File: src/rtl/evds_pkg.sv
// ----------------------------------------------------------------------------
// evds_pkg
// Shared types and constants of the event duration statistics block.
// ----------------------------------------------------------------------------
package evds_pkg;

	localparam int SAMPLE_LIMIT = 1024;
	localparam int EVENT_TYPES  = 16;

	localparam int OP_W   = 3;
	localparam int TYPE_W = 8;
	localparam int DUR_W  = 32;
	localparam int CNT_W  = 11;
	localparam int TOT_W  = 42;
	localparam int CODE_W = 8;
	localparam int CFG_IDX_W = 2;

	localparam int TIDX_W = (EVENT_TYPES > 1) ? $clog2(EVENT_TYPES) : 1;
	localparam int STEP_W = $clog2(TOT_W + 1);

	typedef enum logic [OP_W-1:0] {
		OP_RECORD = 3'd0,
		OP_START  = 3'd1,
		OP_STOP   = 3'd2,
		OP_CLEAR  = 3'd3,
		OP_READ   = 3'd4
	} op_t;

	localparam logic [CFG_IDX_W-1:0] CFG_SWITCH_CODE = 2'd0;
	localparam logic [CFG_IDX_W-1:0] CFG_FAULT_CODE  = 2'd1;
	localparam logic [CFG_IDX_W-1:0] CFG_MISS_CODE   = 2'd2;

	typedef struct packed {
		logic [OP_W-1:0]   op;
		logic [TYPE_W-1:0] etype;
		logic [DUR_W-1:0]  duration;
	} sample_t;

	typedef struct packed {
		logic              accepted;
		logic              collecting;
		logic [CNT_W-1:0]  samples_taken;
		logic              type_tracked;
		logic [CNT_W-1:0]  type_count;
		logic [DUR_W-1:0]  min_duration;
		logic [DUR_W-1:0]  max_duration;
		logic [TOT_W-1:0]  dur_total;
		logic [DUR_W-1:0]  avg_duration;
		logic [CNT_W-1:0]  context_switches;
		logic [CNT_W-1:0]  page_faults;
		logic [CNT_W-1:0]  cache_misses;
	} result_t;

	typedef struct packed {
		logic capture;
		logic execute;
		logic div_start;
		logic load_out;
	} cmd_t;

	typedef struct packed {
		logic div_done;
		logic out_free;
	} status_t;

endpackage

File: src/rtl/event_duration_statistics.sv
// ----------------------------------------------------------------------------
// event_duration_statistics
// Per event type count, min, max, total and mean of sample durations.
// ----------------------------------------------------------------------------
// a beat passes the update, divider start, divide and write-back states before its result
// is loaded; divide waits on the 42-step bit-serial mean divider, write-back on a free output
// the next beat is taken after write-back, even while the result still waits in the output register
// reset: collection off, all statistics empty, class codes 0, 1 and 2
module event_duration_statistics
	import evds_pkg::*;
(
	input  logic                 clk,
	input  logic                 arst_n,
	input  logic                 sample_valid,
	output logic                 sample_ready,
	input  sample_t              sample,
	output logic                 result_valid,
	input  logic                 result_ready,
	output result_t              result,
	input  logic                 cfg_we,
	input  logic [CFG_IDX_W-1:0] cfg_index,
	input  logic [CODE_W-1:0]    cfg_data
);

	cmd_t    cmd;
	status_t status;

	evds_ctrl u_ctrl (
		.clk          (clk),
		.arst_n       (arst_n),
		.sample_valid (sample_valid),
		.sample_ready (sample_ready),
		.status       (status),
		.cmd          (cmd)
	);

	evds_datapath u_datapath (
		.clk          (clk),
		.arst_n       (arst_n),
		.sample       (sample),
		.cfg_we       (cfg_we),
		.cfg_index    (cfg_index),
		.cfg_data     (cfg_data),
		.cmd          (cmd),
		.status       (status),
		.result_valid (result_valid),
		.result_ready (result_ready),
		.result       (result)
	);

endmodule

File: src/rtl/evds_div.sv
// ----------------------------------------------------------------------------
// evds_div
// Restoring divider, one quotient bit per cycle, for the mean duration.
// ----------------------------------------------------------------------------
module evds_div
	import evds_pkg::*;
(
	input  logic             clk,
	input  logic             arst_n,
	input  logic             start,
	input  logic [TOT_W-1:0] dividend,
	input  logic [CNT_W-1:0] divisor,
	output logic             done,
	output logic [TOT_W-1:0] quotient
);

	logic [TOT_W-1:0]  quo_q;
	logic [CNT_W-1:0]  rem_q;
	logic [CNT_W-1:0]  dsr_q;
	logic [STEP_W-1:0] left_q;
	logic [CNT_W:0]    rem_sh;
	logic [CNT_W:0]    rem_sub;
	logic              fits;

	assign rem_sh  = {rem_q, quo_q[TOT_W-1]};
	assign rem_sub = rem_sh - {1'b0, dsr_q};
	assign fits    = (rem_sh >= {1'b0, dsr_q});

	always_ff @(posedge clk or negedge arst_n) begin
		if (!arst_n) begin
			left_q <= '0;
		end else if (start) begin
			left_q <= STEP_W'(TOT_W);
		end else if (left_q != '0) begin
			left_q <= left_q - 1'b1;
		end
	end

	always_ff @(posedge clk) begin
		if (start) begin
			quo_q <= dividend;
			rem_q <= '0;
			dsr_q <= divisor;
		end else if (left_q != '0) begin
			quo_q <= {quo_q[TOT_W-2:0], fits};
			rem_q <= fits ? rem_sub[CNT_W-1:0] : rem_sh[CNT_W-1:0];
		end
	end

	assign done     = (left_q == '0);
	assign quotient = quo_q;

endmodule

File: src/rtl/evds_datapath.sv
// ----------------------------------------------------------------------------
// evds_datapath
// Statistics storage, sample update, mean divider and result register.
// ----------------------------------------------------------------------------
module evds_datapath
	import evds_pkg::*;
(
	input  logic                 clk,
	input  logic                 arst_n,
	input  sample_t              sample,
	input  logic                 cfg_we,
	input  logic [CFG_IDX_W-1:0] cfg_index,
	input  logic [CODE_W-1:0]    cfg_data,
	input  cmd_t                 cmd,
	output status_t              status,
	output logic                 result_valid,
	input  logic                 result_ready,
	output result_t              result
);

	logic [CODE_W-1:0] switch_code_q, fault_code_q, miss_code_q;

	sample_t          sample_q;
	logic             acc_q;
	logic             active_q;
	logic [CNT_W-1:0] taken_q;
	logic [CNT_W-1:0] switch_q, fault_q, miss_q;

	logic [EVENT_TYPES-1:0] valid_q;
	logic [CNT_W-1:0]       cnt_q [EVENT_TYPES];
	logic [DUR_W-1:0]       min_q [EVENT_TYPES];
	logic [DUR_W-1:0]       max_q [EVENT_TYPES];
	logic [TOT_W-1:0]       tot_q [EVENT_TYPES];

	logic              out_valid_q;
	result_t           result_q;

	logic [TIDX_W-1:0] idx;
	logic              tracked;
	logic              hit;
	logic              take;
	logic              wipe;
	logic [CNT_W-1:0]  rd_cnt;
	logic [DUR_W-1:0]  rd_min, rd_max;
	logic [TOT_W-1:0]  rd_tot;
	logic              div_done;
	logic [TOT_W-1:0]  quotient;

	assign idx     = sample_q.etype[TIDX_W-1:0];
	assign tracked = ({1'b0, sample_q.etype} < (TYPE_W+1)'(EVENT_TYPES));
	assign hit     = tracked && valid_q[idx];
	assign rd_cnt  = hit ? cnt_q[idx] : '0;
	assign rd_min  = hit ? min_q[idx] : '0;
	assign rd_max  = hit ? max_q[idx] : '0;
	assign rd_tot  = hit ? tot_q[idx] : '0;

	assign take = cmd.execute && (op_t'(sample_q.op) == OP_RECORD) && active_q
		&& (taken_q < CNT_W'(SAMPLE_LIMIT));
	assign wipe = cmd.execute && ((op_t'(sample_q.op) == OP_START)
		|| (op_t'(sample_q.op) == OP_CLEAR));

	// configuration codes
	always_ff @(posedge clk or negedge arst_n) begin
		if (!arst_n) begin
			switch_code_q <= CODE_W'(0);
			fault_code_q  <= CODE_W'(1);
			miss_code_q   <= CODE_W'(2);
		end else if (cfg_we) begin
			unique case (cfg_index)
				CFG_SWITCH_CODE: switch_code_q <= cfg_data;
				CFG_FAULT_CODE:  fault_code_q  <= cfg_data;
				CFG_MISS_CODE:   miss_code_q   <= cfg_data;
				default: ;
			endcase
		end
	end

	always_ff @(posedge clk) begin
		if (cmd.capture) begin
			sample_q <= sample;
		end
	end

	// global counters and flags
	always_ff @(posedge clk or negedge arst_n) begin
		if (!arst_n) begin
			acc_q    <= 1'b0;
			active_q <= 1'b0;
			taken_q  <= '0;
			switch_q <= '0;
			fault_q  <= '0;
			miss_q   <= '0;
			valid_q  <= '0;
		end else if (cmd.execute) begin
			acc_q <= take;
			if (wipe) begin
				taken_q  <= '0;
				switch_q <= '0;
				fault_q  <= '0;
				miss_q   <= '0;
				valid_q  <= '0;
			end else if (take) begin
				taken_q <= taken_q + 1'b1;
				priority if (sample_q.etype == switch_code_q) begin
					switch_q <= switch_q + 1'b1;
				end else if (sample_q.etype == fault_code_q) begin
					fault_q <= fault_q + 1'b1;
				end else if (sample_q.etype == miss_code_q) begin
					miss_q <= miss_q + 1'b1;
				end
				if (tracked) begin
					valid_q[idx] <= 1'b1;
				end
			end
			if (op_t'(sample_q.op) == OP_START) begin
				active_q <= 1'b1;
			end else if (op_t'(sample_q.op) == OP_STOP) begin
				active_q <= 1'b0;
			end
		end
	end

	// per-type statistics
	always_ff @(posedge clk) begin
		if (take && tracked) begin
			if (!valid_q[idx]) begin
				cnt_q[idx] <= CNT_W'(1);
				min_q[idx] <= sample_q.duration;
				max_q[idx] <= sample_q.duration;
				tot_q[idx] <= TOT_W'(sample_q.duration);
			end else begin
				cnt_q[idx] <= cnt_q[idx] + 1'b1;
				tot_q[idx] <= tot_q[idx] + TOT_W'(sample_q.duration);
				if (sample_q.duration < min_q[idx]) begin
					min_q[idx] <= sample_q.duration;
				end
				if (sample_q.duration > max_q[idx]) begin
					max_q[idx] <= sample_q.duration;
				end
			end
		end
	end

	evds_div u_div (
		.clk      (clk),
		.arst_n   (arst_n),
		.start    (cmd.div_start),
		.dividend (rd_tot),
		.divisor  (rd_cnt),
		.done     (div_done),
		.quotient (quotient)
	);

	// result register
	always_ff @(posedge clk or negedge arst_n) begin
		if (!arst_n) begin
			out_valid_q <= 1'b0;
		end else if (cmd.load_out) begin
			out_valid_q <= 1'b1;
		end else if (result_ready) begin
			out_valid_q <= 1'b0;
		end
	end

	always_ff @(posedge clk) begin
		if (cmd.load_out) begin
			result_q.accepted         <= acc_q;
			result_q.collecting       <= active_q;
			result_q.samples_taken    <= taken_q;
			result_q.type_tracked     <= hit;
			result_q.type_count       <= rd_cnt;
			result_q.min_duration     <= rd_min;
			result_q.max_duration     <= rd_max;
			result_q.dur_total        <= rd_tot;
			result_q.avg_duration     <= hit ? quotient[DUR_W-1:0] : '0;
			result_q.context_switches <= switch_q;
			result_q.page_faults      <= fault_q;
			result_q.cache_misses     <= miss_q;
		end
	end

	assign status.div_done = div_done;
	assign status.out_free = !out_valid_q || result_ready;
	assign result_valid    = out_valid_q;
	assign result          = result_q;

endmodule

File: src/rtl/evds_ctrl.sv
// ----------------------------------------------------------------------------
// evds_ctrl
// Sequencer: capture, update, divide and result hand-off for one beat.
// ----------------------------------------------------------------------------
module evds_ctrl
	import evds_pkg::*;
(
	input  logic    clk,
	input  logic    arst_n,
	input  logic    sample_valid,
	output logic    sample_ready,
	input  status_t status,
	output cmd_t    cmd
);

	typedef enum logic [4:0] {
		S_IDLE  = 5'b00001,
		S_EXEC  = 5'b00010,
		S_START = 5'b00100,
		S_DIV   = 5'b01000,
		S_WB    = 5'b10000
	} state_t;

	state_t state_q, state_nxt;

	always_ff @(posedge clk or negedge arst_n) begin
		if (!arst_n) begin
			state_q <= S_IDLE;
		end else begin
			state_q <= state_nxt;
		end
	end

	always_comb begin
		state_nxt = state_q;
		cmd       = '0;
		unique case (state_q)
			S_IDLE: begin
				cmd.capture = sample_valid;
				if (sample_valid) begin
					state_nxt = S_EXEC;
				end
			end
			S_EXEC: begin
				cmd.execute = 1'b1;
				state_nxt   = S_START;
			end
			S_START: begin
				cmd.div_start = 1'b1;
				state_nxt     = S_DIV;
			end
			S_DIV: begin
				if (status.div_done) begin
					state_nxt = S_WB;
				end
			end
			S_WB: begin
				cmd.load_out = status.out_free;
				if (status.out_free) begin
					state_nxt = S_IDLE;
				end
			end
			default: state_nxt = S_IDLE;
		endcase
	end

	assign sample_ready = (state_q == S_IDLE);

endmodule
File: config.mk
export PLATFORM = sky130hd
export DESIGN_NAME = event_duration_statistics
export DESIGN_NICKNAME = d
export VERILOG_FILES = /design/src/rtl/evds_pkg.sv /design/src/rtl/event_duration_statistics.sv /design/src/rtl/evds_div.sv /design/src/rtl/evds_datapath.sv /design/src/rtl/evds_ctrl.sv
export SDC_FILE = /design/constraint.sdc
export NUM_CORES = 2
export LEC_CHECK = 0
export ABC_CLOCK_PERIOD_IN_PS = 7700
export CAP_MARGIN = 20
export CORE_MARGIN = 1.5
export CORE_UTILIZATION = 55
export CTS_CLUSTER_DIAMETER = 200
export DETAILED_ROUTE_END_ITERATION = 12
export DONT_BUFFER_PORTS = 1
export GPL_TIMING_DRIVEN = 0
export PLACE_DENSITY = 0.7
export SYNTH_ARGS = -nofsm -noshare
export SYNTH_HDL_FRONTEND = slang
export SYNTH_HIERARCHICAL = 1
export SYNTH_SLANG_ARGS = --single-unit
File: constraint.sdc
create_clock -name clk -period 7.7 [get_ports clk]
set_input_delay 0.385 -clock clk [delete_from_list [all_inputs] [get_ports clk]]
set_output_delay 0.385 -clock clk [all_outputs]
set_load 0.02 [all_outputs]
==> results.sh <==
export IMPL_avgViaCountPerCell=6.66
export IMPL_ys_types=78
export IMPL_crit_path_end_kind="flop"
export IMPL_globalplace_congestion=0.886
export IMPL_cts_root_buf="clkbuf_16"
export IMPL_relSlewSlack_pct=21.5
export IMPL_period_share_pct=99.3
export IMPL_netlist_instances=4353
export IMPL_synth_simple_area_share_pct=3.12
export IMPL_dp_hpwl_um=156000
export IMPL_seq_area_frac_synth_pct=74.9
export IMPL_grt_overflow=0
export IMPL_drtIter0Drc=6950
export IMPL_track_usage_pct=29.5
export IMPL_crit_top_cell="buf_2"
export IMPL_required_ns=8.25
export IMPL_placed_area_mm2=0.0964
export IMPL_synth_edff_count=2164
export IMPL_synth_mux_area_share_pct=15.7
export IMPL_synth_compound_area_share_pct=2.11
export IMPL_synth_seq_cells=2277
export IMPL_wirelength_um=248000
export IMPL_cp_start_kind="flop"
export IMPL_cts_max_path_buffers=3
export IMPL_drt_wirelength_per_cell_um=34.6
export IMPL_fin_nets=4971
export IMPL_drive_gt1_share_pct=26.3
export IMPL_min_period_ns=7.65
export IMPL_leakagePower_nw=34.3
export IMPL_dpl_cell_count=6660
export IMPL_yosys_warnings=6
export IMPL_die_y_um=409
export IMPL_cts_sinks=2277
export IMPL_pin_count=256
export IMPL_synth_nets=4526
export IMPL_max_cap_violations=0
export IMPL_critPathKind="reg -> reg"
export IMPL_async_flop_share_pct=4.30
export IMPL_reg2reg_depth=22
export IMPL_p_per_area_mw_per_mm2=333
export IMPL_final_area_mm2=0.105
export IMPL_ys_flop_type="edfxtp_1"
export IMPL_antenna_found_initial=25
export IMPL_core_area_mm2=0.163
export IMPL_worst_path_largest_cell_delay_ns=0.56
export IMPL_die_area_mm2=0.167
export IMPL_synth_top_family_by_area="multiplexers"
export IMPL_row_count=148
export IMPL_cts_buffers=215
export IMPL_avgSynthCellArea_um2=20.8
export IMPL_die_w_um=409
export IMPL_start_util_pct=55.5
export IMPL_ir_drop_mv=0.286
export IMPL_synth_xor_xnor_area_share_pct=0.939
export IMPL_cp_slowest_cell="clkbuf_2"
export IMPL_path_cells="buf_2 > buf_2 > buf_4 > buf_4 > clkbuf_2 > buf_2 > mux4_2 > mux4_2 > inv_1 > ha_1 > nand4_1 > nor3_2 > and3_1 > nand2_1 > nor3_1 > o21ai_0 > a21oi_1 > o2bb2ai_4 > clkbuf_2 > a21oi_4 > buf_16 > buf_12"
export IMPL_dr_pass1_iters=5
export IMPL_final_cell_count_no_fill=7166
export IMPL_grt_pass1_wl_um=346000
export IMPL_syn_area_mm2=0.0905
export IMPL_cp_max_fo=14
export IMPL_worst_slew_pin_slew_ns=1.17
export IMPL_drc=0
export IMPL_postRouteAntennaNets=0
export IMPL_hold_class="in -> async"
export IMPL_cts_htree_levels=4
export IMPL_synth_adder_area_share_pct=1.61
export IMPL_finClkSkew_ns=0.0592
export IMPL_max_freq_mhz=131
export IMPL_final_util_pct=64.3
export IMPL_port_buffers=0
export IMPL_status="finished, final reports clean"
export IMPL_clkLatencyLatePin_ns=0.89
export IMPL_area_delta_synth_final_pct=15.9
export IMPL_cts_tree="built"
export IMPL_fillCellCount=10600
export IMPL_setup_violations=0
export IMPL_first_global_vias=47100
export IMPL_path_clk_slew_ns=0.06
export IMPL_slew_violations=0
export IMPL_hold_viol=0
export IMPL_worstPathArrival_ns=8.20
export IMPL_via_count=47700
export IMPL_grt_max_degree=99
[logic make-up (layout without fill, tap and decap cells)]
group / after synthesis / in the layout
buffers and inverters: 312 / 942
DFF: 2277 / 2277
muxes: 666 / 666
and+or+nand+nor: 583 / 583
adders and majority gates: 115 / 115
xor gates and xnor gates: 97 / 97
AOI/OAI and AO/OA: 303 / 303
other: 0 / 8
[registers in the layout, summed over array words and instances, names as in the netlist, 16 cells and up, named ones only]
name                       flops
u_datapath/result            196
u_datapath/cnt_q             176
u_datapath/u_div/quotient     42
u_datapath/tot_q             672
u_datapath/valid_q            16
u_datapath/min_q             512
u_datapath/sample_q           39
u_datapath/max_q             512
[where the power goes]
| part | switching, mW | leakage (nW) | total (mW) | internal, mW |
|---|---|---|---|---|
| logic | 5.49 | 10.4 | 9.46 | 3.97 |
| registers | 0.369 | 20.4 | 14.7 | 14.3 |
| clock network | 4.71 | 3.46 | 10.7 | 6.01 |
| total | 10.6 | 34.3 | 34.8 | 24.3 |
[path summary, 6_finish.rpt]
path	from	to	slack [ns]
worst max-delay path	flop	u_datapath/max_q[6][9]	0.05
worst min-delay path	arst_n	u_datapath/miss_q[6]	0.09
worst max register to register	flop	u_datapath/max_q[6][9]	0.05
worst min register to register	u_datapath/acc_q	u_datapath/result[195]	0.46
max in group asynchronous	arst_n	u_datapath/u_div/left_q[4]	7.13
min in group clk	cfg_index[0]	u_datapath/fault_code_q[1]	0.11
[layer usage]
metal	track usage [%]	vias to the layer above	routed length, µm
li1	-	18800	-
met5	0	-	91
met3	6.37	584	26300
met1	39.8	25200	90400
met4	12.3	14	11800
met2	47.1	3114	120000
[cell usage in the layout (no fill, tap or decap), drive strengths merged, types with 5 or more instances in the layout]
master,count
nand4,31
and2,8
nor2,204
xor2,52
o211ai,9
nand2b,11
a21o,31
clkbuf,359
nand3,31
dlygate4sd3,57
nor2b,14
nor3,15
bufinv,24
clkinv,102
nand3b,6
clkinvlp,7
mux2i,5
buf,266
dfxtp,15
o21bai,5
xnor2,45
or3,20
a221oi,5
o21ai,89
ha,113
inv,126
dfrtp,95
o31ai,7
a31oi,8
diode,8
a21oi,96
mux2,72
mux4,589
o21a,10
edfxtp,2164
nand2,120
a211oi,14
and3,107
[critical path: cells and delay by family (launching register included)]
family	cells	cell delay, ns
buffers and inverters	10	3.34
DFF	1	0.31
AOI/OAI and AO/OA	4	1.14
adders and majority gates	1	0.16
muxes	2	0.89
and+or+nand+nor	5	1.38
[per-stage QoR]
| step | hold slack (ns) | total power, mW | worst slack (ns) | setup TNS (ns) |
|---|---|---|---|---|
| after floorplan | 0.0894 | 20.8 | 1.63 | 0 |
| after global placement | 0.0923 | 23.5 | -3.46 | -3279.35 |
| after detailed placement | 0.0916 | 24.1 | -1.35 | -680.36 |
| after CTS | 0.0406 | 34.8 | 0.00162 | 0 |
| after global routing | 0.123 | 35.9 | -0.0172 | -0.383 |
| final | 0.0929 | 34.8 | 0.0528 | 0 |
[cell usage after synthesis (4+ instances only)]
| cell | number | area, µm² |
|---|---|---|
| edfxtp_1 | 2164 | 65000 |
| a31oi_1 | 8 | 50.1 |
| a311oi_1 | 4 | 35.0 |
| xnor2_1 | 45 | 394 |
| buf_8 | 5 | 75.1 |
| buf_6 | 9 | 101 |
| o21a_1 | 10 | 75.1 |
| nor2_1 | 203 | 762 |
| nand4_1 | 31 | 194 |
| a21o_1 | 31 | 233 |
| xor2_1 | 52 | 455 |
| nand2b_1 | 11 | 68.8 |
| buf_1 | 16 | 60.1 |
| mux2_2 | 70 | 788 |
| buf_2 | 53 | 265 |
| a211oi_1 | 12 | 90.1 |
| o21bai_1 | 5 | 37.5 |
| nor2b_1 | 14 | 87.6 |
| and2_1 | 7 | 43.8 |
| dfrtp_1 | 95 | 2380 |
| o211ai_1 | 9 | 67.6 |
| mux4_2 | 569 | 12800 |
| nand3b_1 | 6 | 45.0 |
| a21oi_1 | 93 | 465 |
| nand3_1 | 31 | 155 |
| buf_4 | 10 | 75.1 |
| dfxtp_1 | 15 | 300 |
| a221oi_1 | 5 | 43.8 |
| nor3b_1 | 4 | 30.0 |
| mux4_1 | 20 | 526 |
| o31ai_1 | 7 | 52.6 |
| or3_1 | 20 | 125 |
| mux2i_1 | 5 | 50.1 |
| nor3_1 | 14 | 70.1 |
| ha_1 | 113 | 1410 |
| o21ai_0 | 82 | 410 |
| and3_1 | 105 | 657 |
| and4_1 | 4 | 35.0 |
| inv_1 | 116 | 435 |
| o21ai_1 | 5 | 25.0 |
| clkbuf_1 | 97 | 364 |
| nand2_1 | 120 | 450 |
| nor4_1 | 4 | 25.0 |
[cell type report]
class / count / area [µm²] / share of cell area [%]
sequential: 2277 / 67700 / 64.6
buffer: 195 / 1050 / 1.01
tap: 2175 / 2720 / 2.60
inverter: 116 / 475 / 0.454
clock inverter: 143 / 1520 / 1.45
timing repair buffer: 229 / 4040 / 3.85
antenna: 8 / 20.0 / 0.0191
clock buffer: 259 / 5600 / 5.34
multi-input combinational: 1764 / 21600 / 20.6
[timing repair]
item,4_1_cts,5_1_grt
endpoints found under the setup margin,1144,431
cloned,0,0
gates resized for setup,18,21
hold endpoints to repair,176,0
hold buffers,58,0
buffers inserted,21,8
pin swaps,14,7
Note: power is estimated with default switching activity, not from simulation.
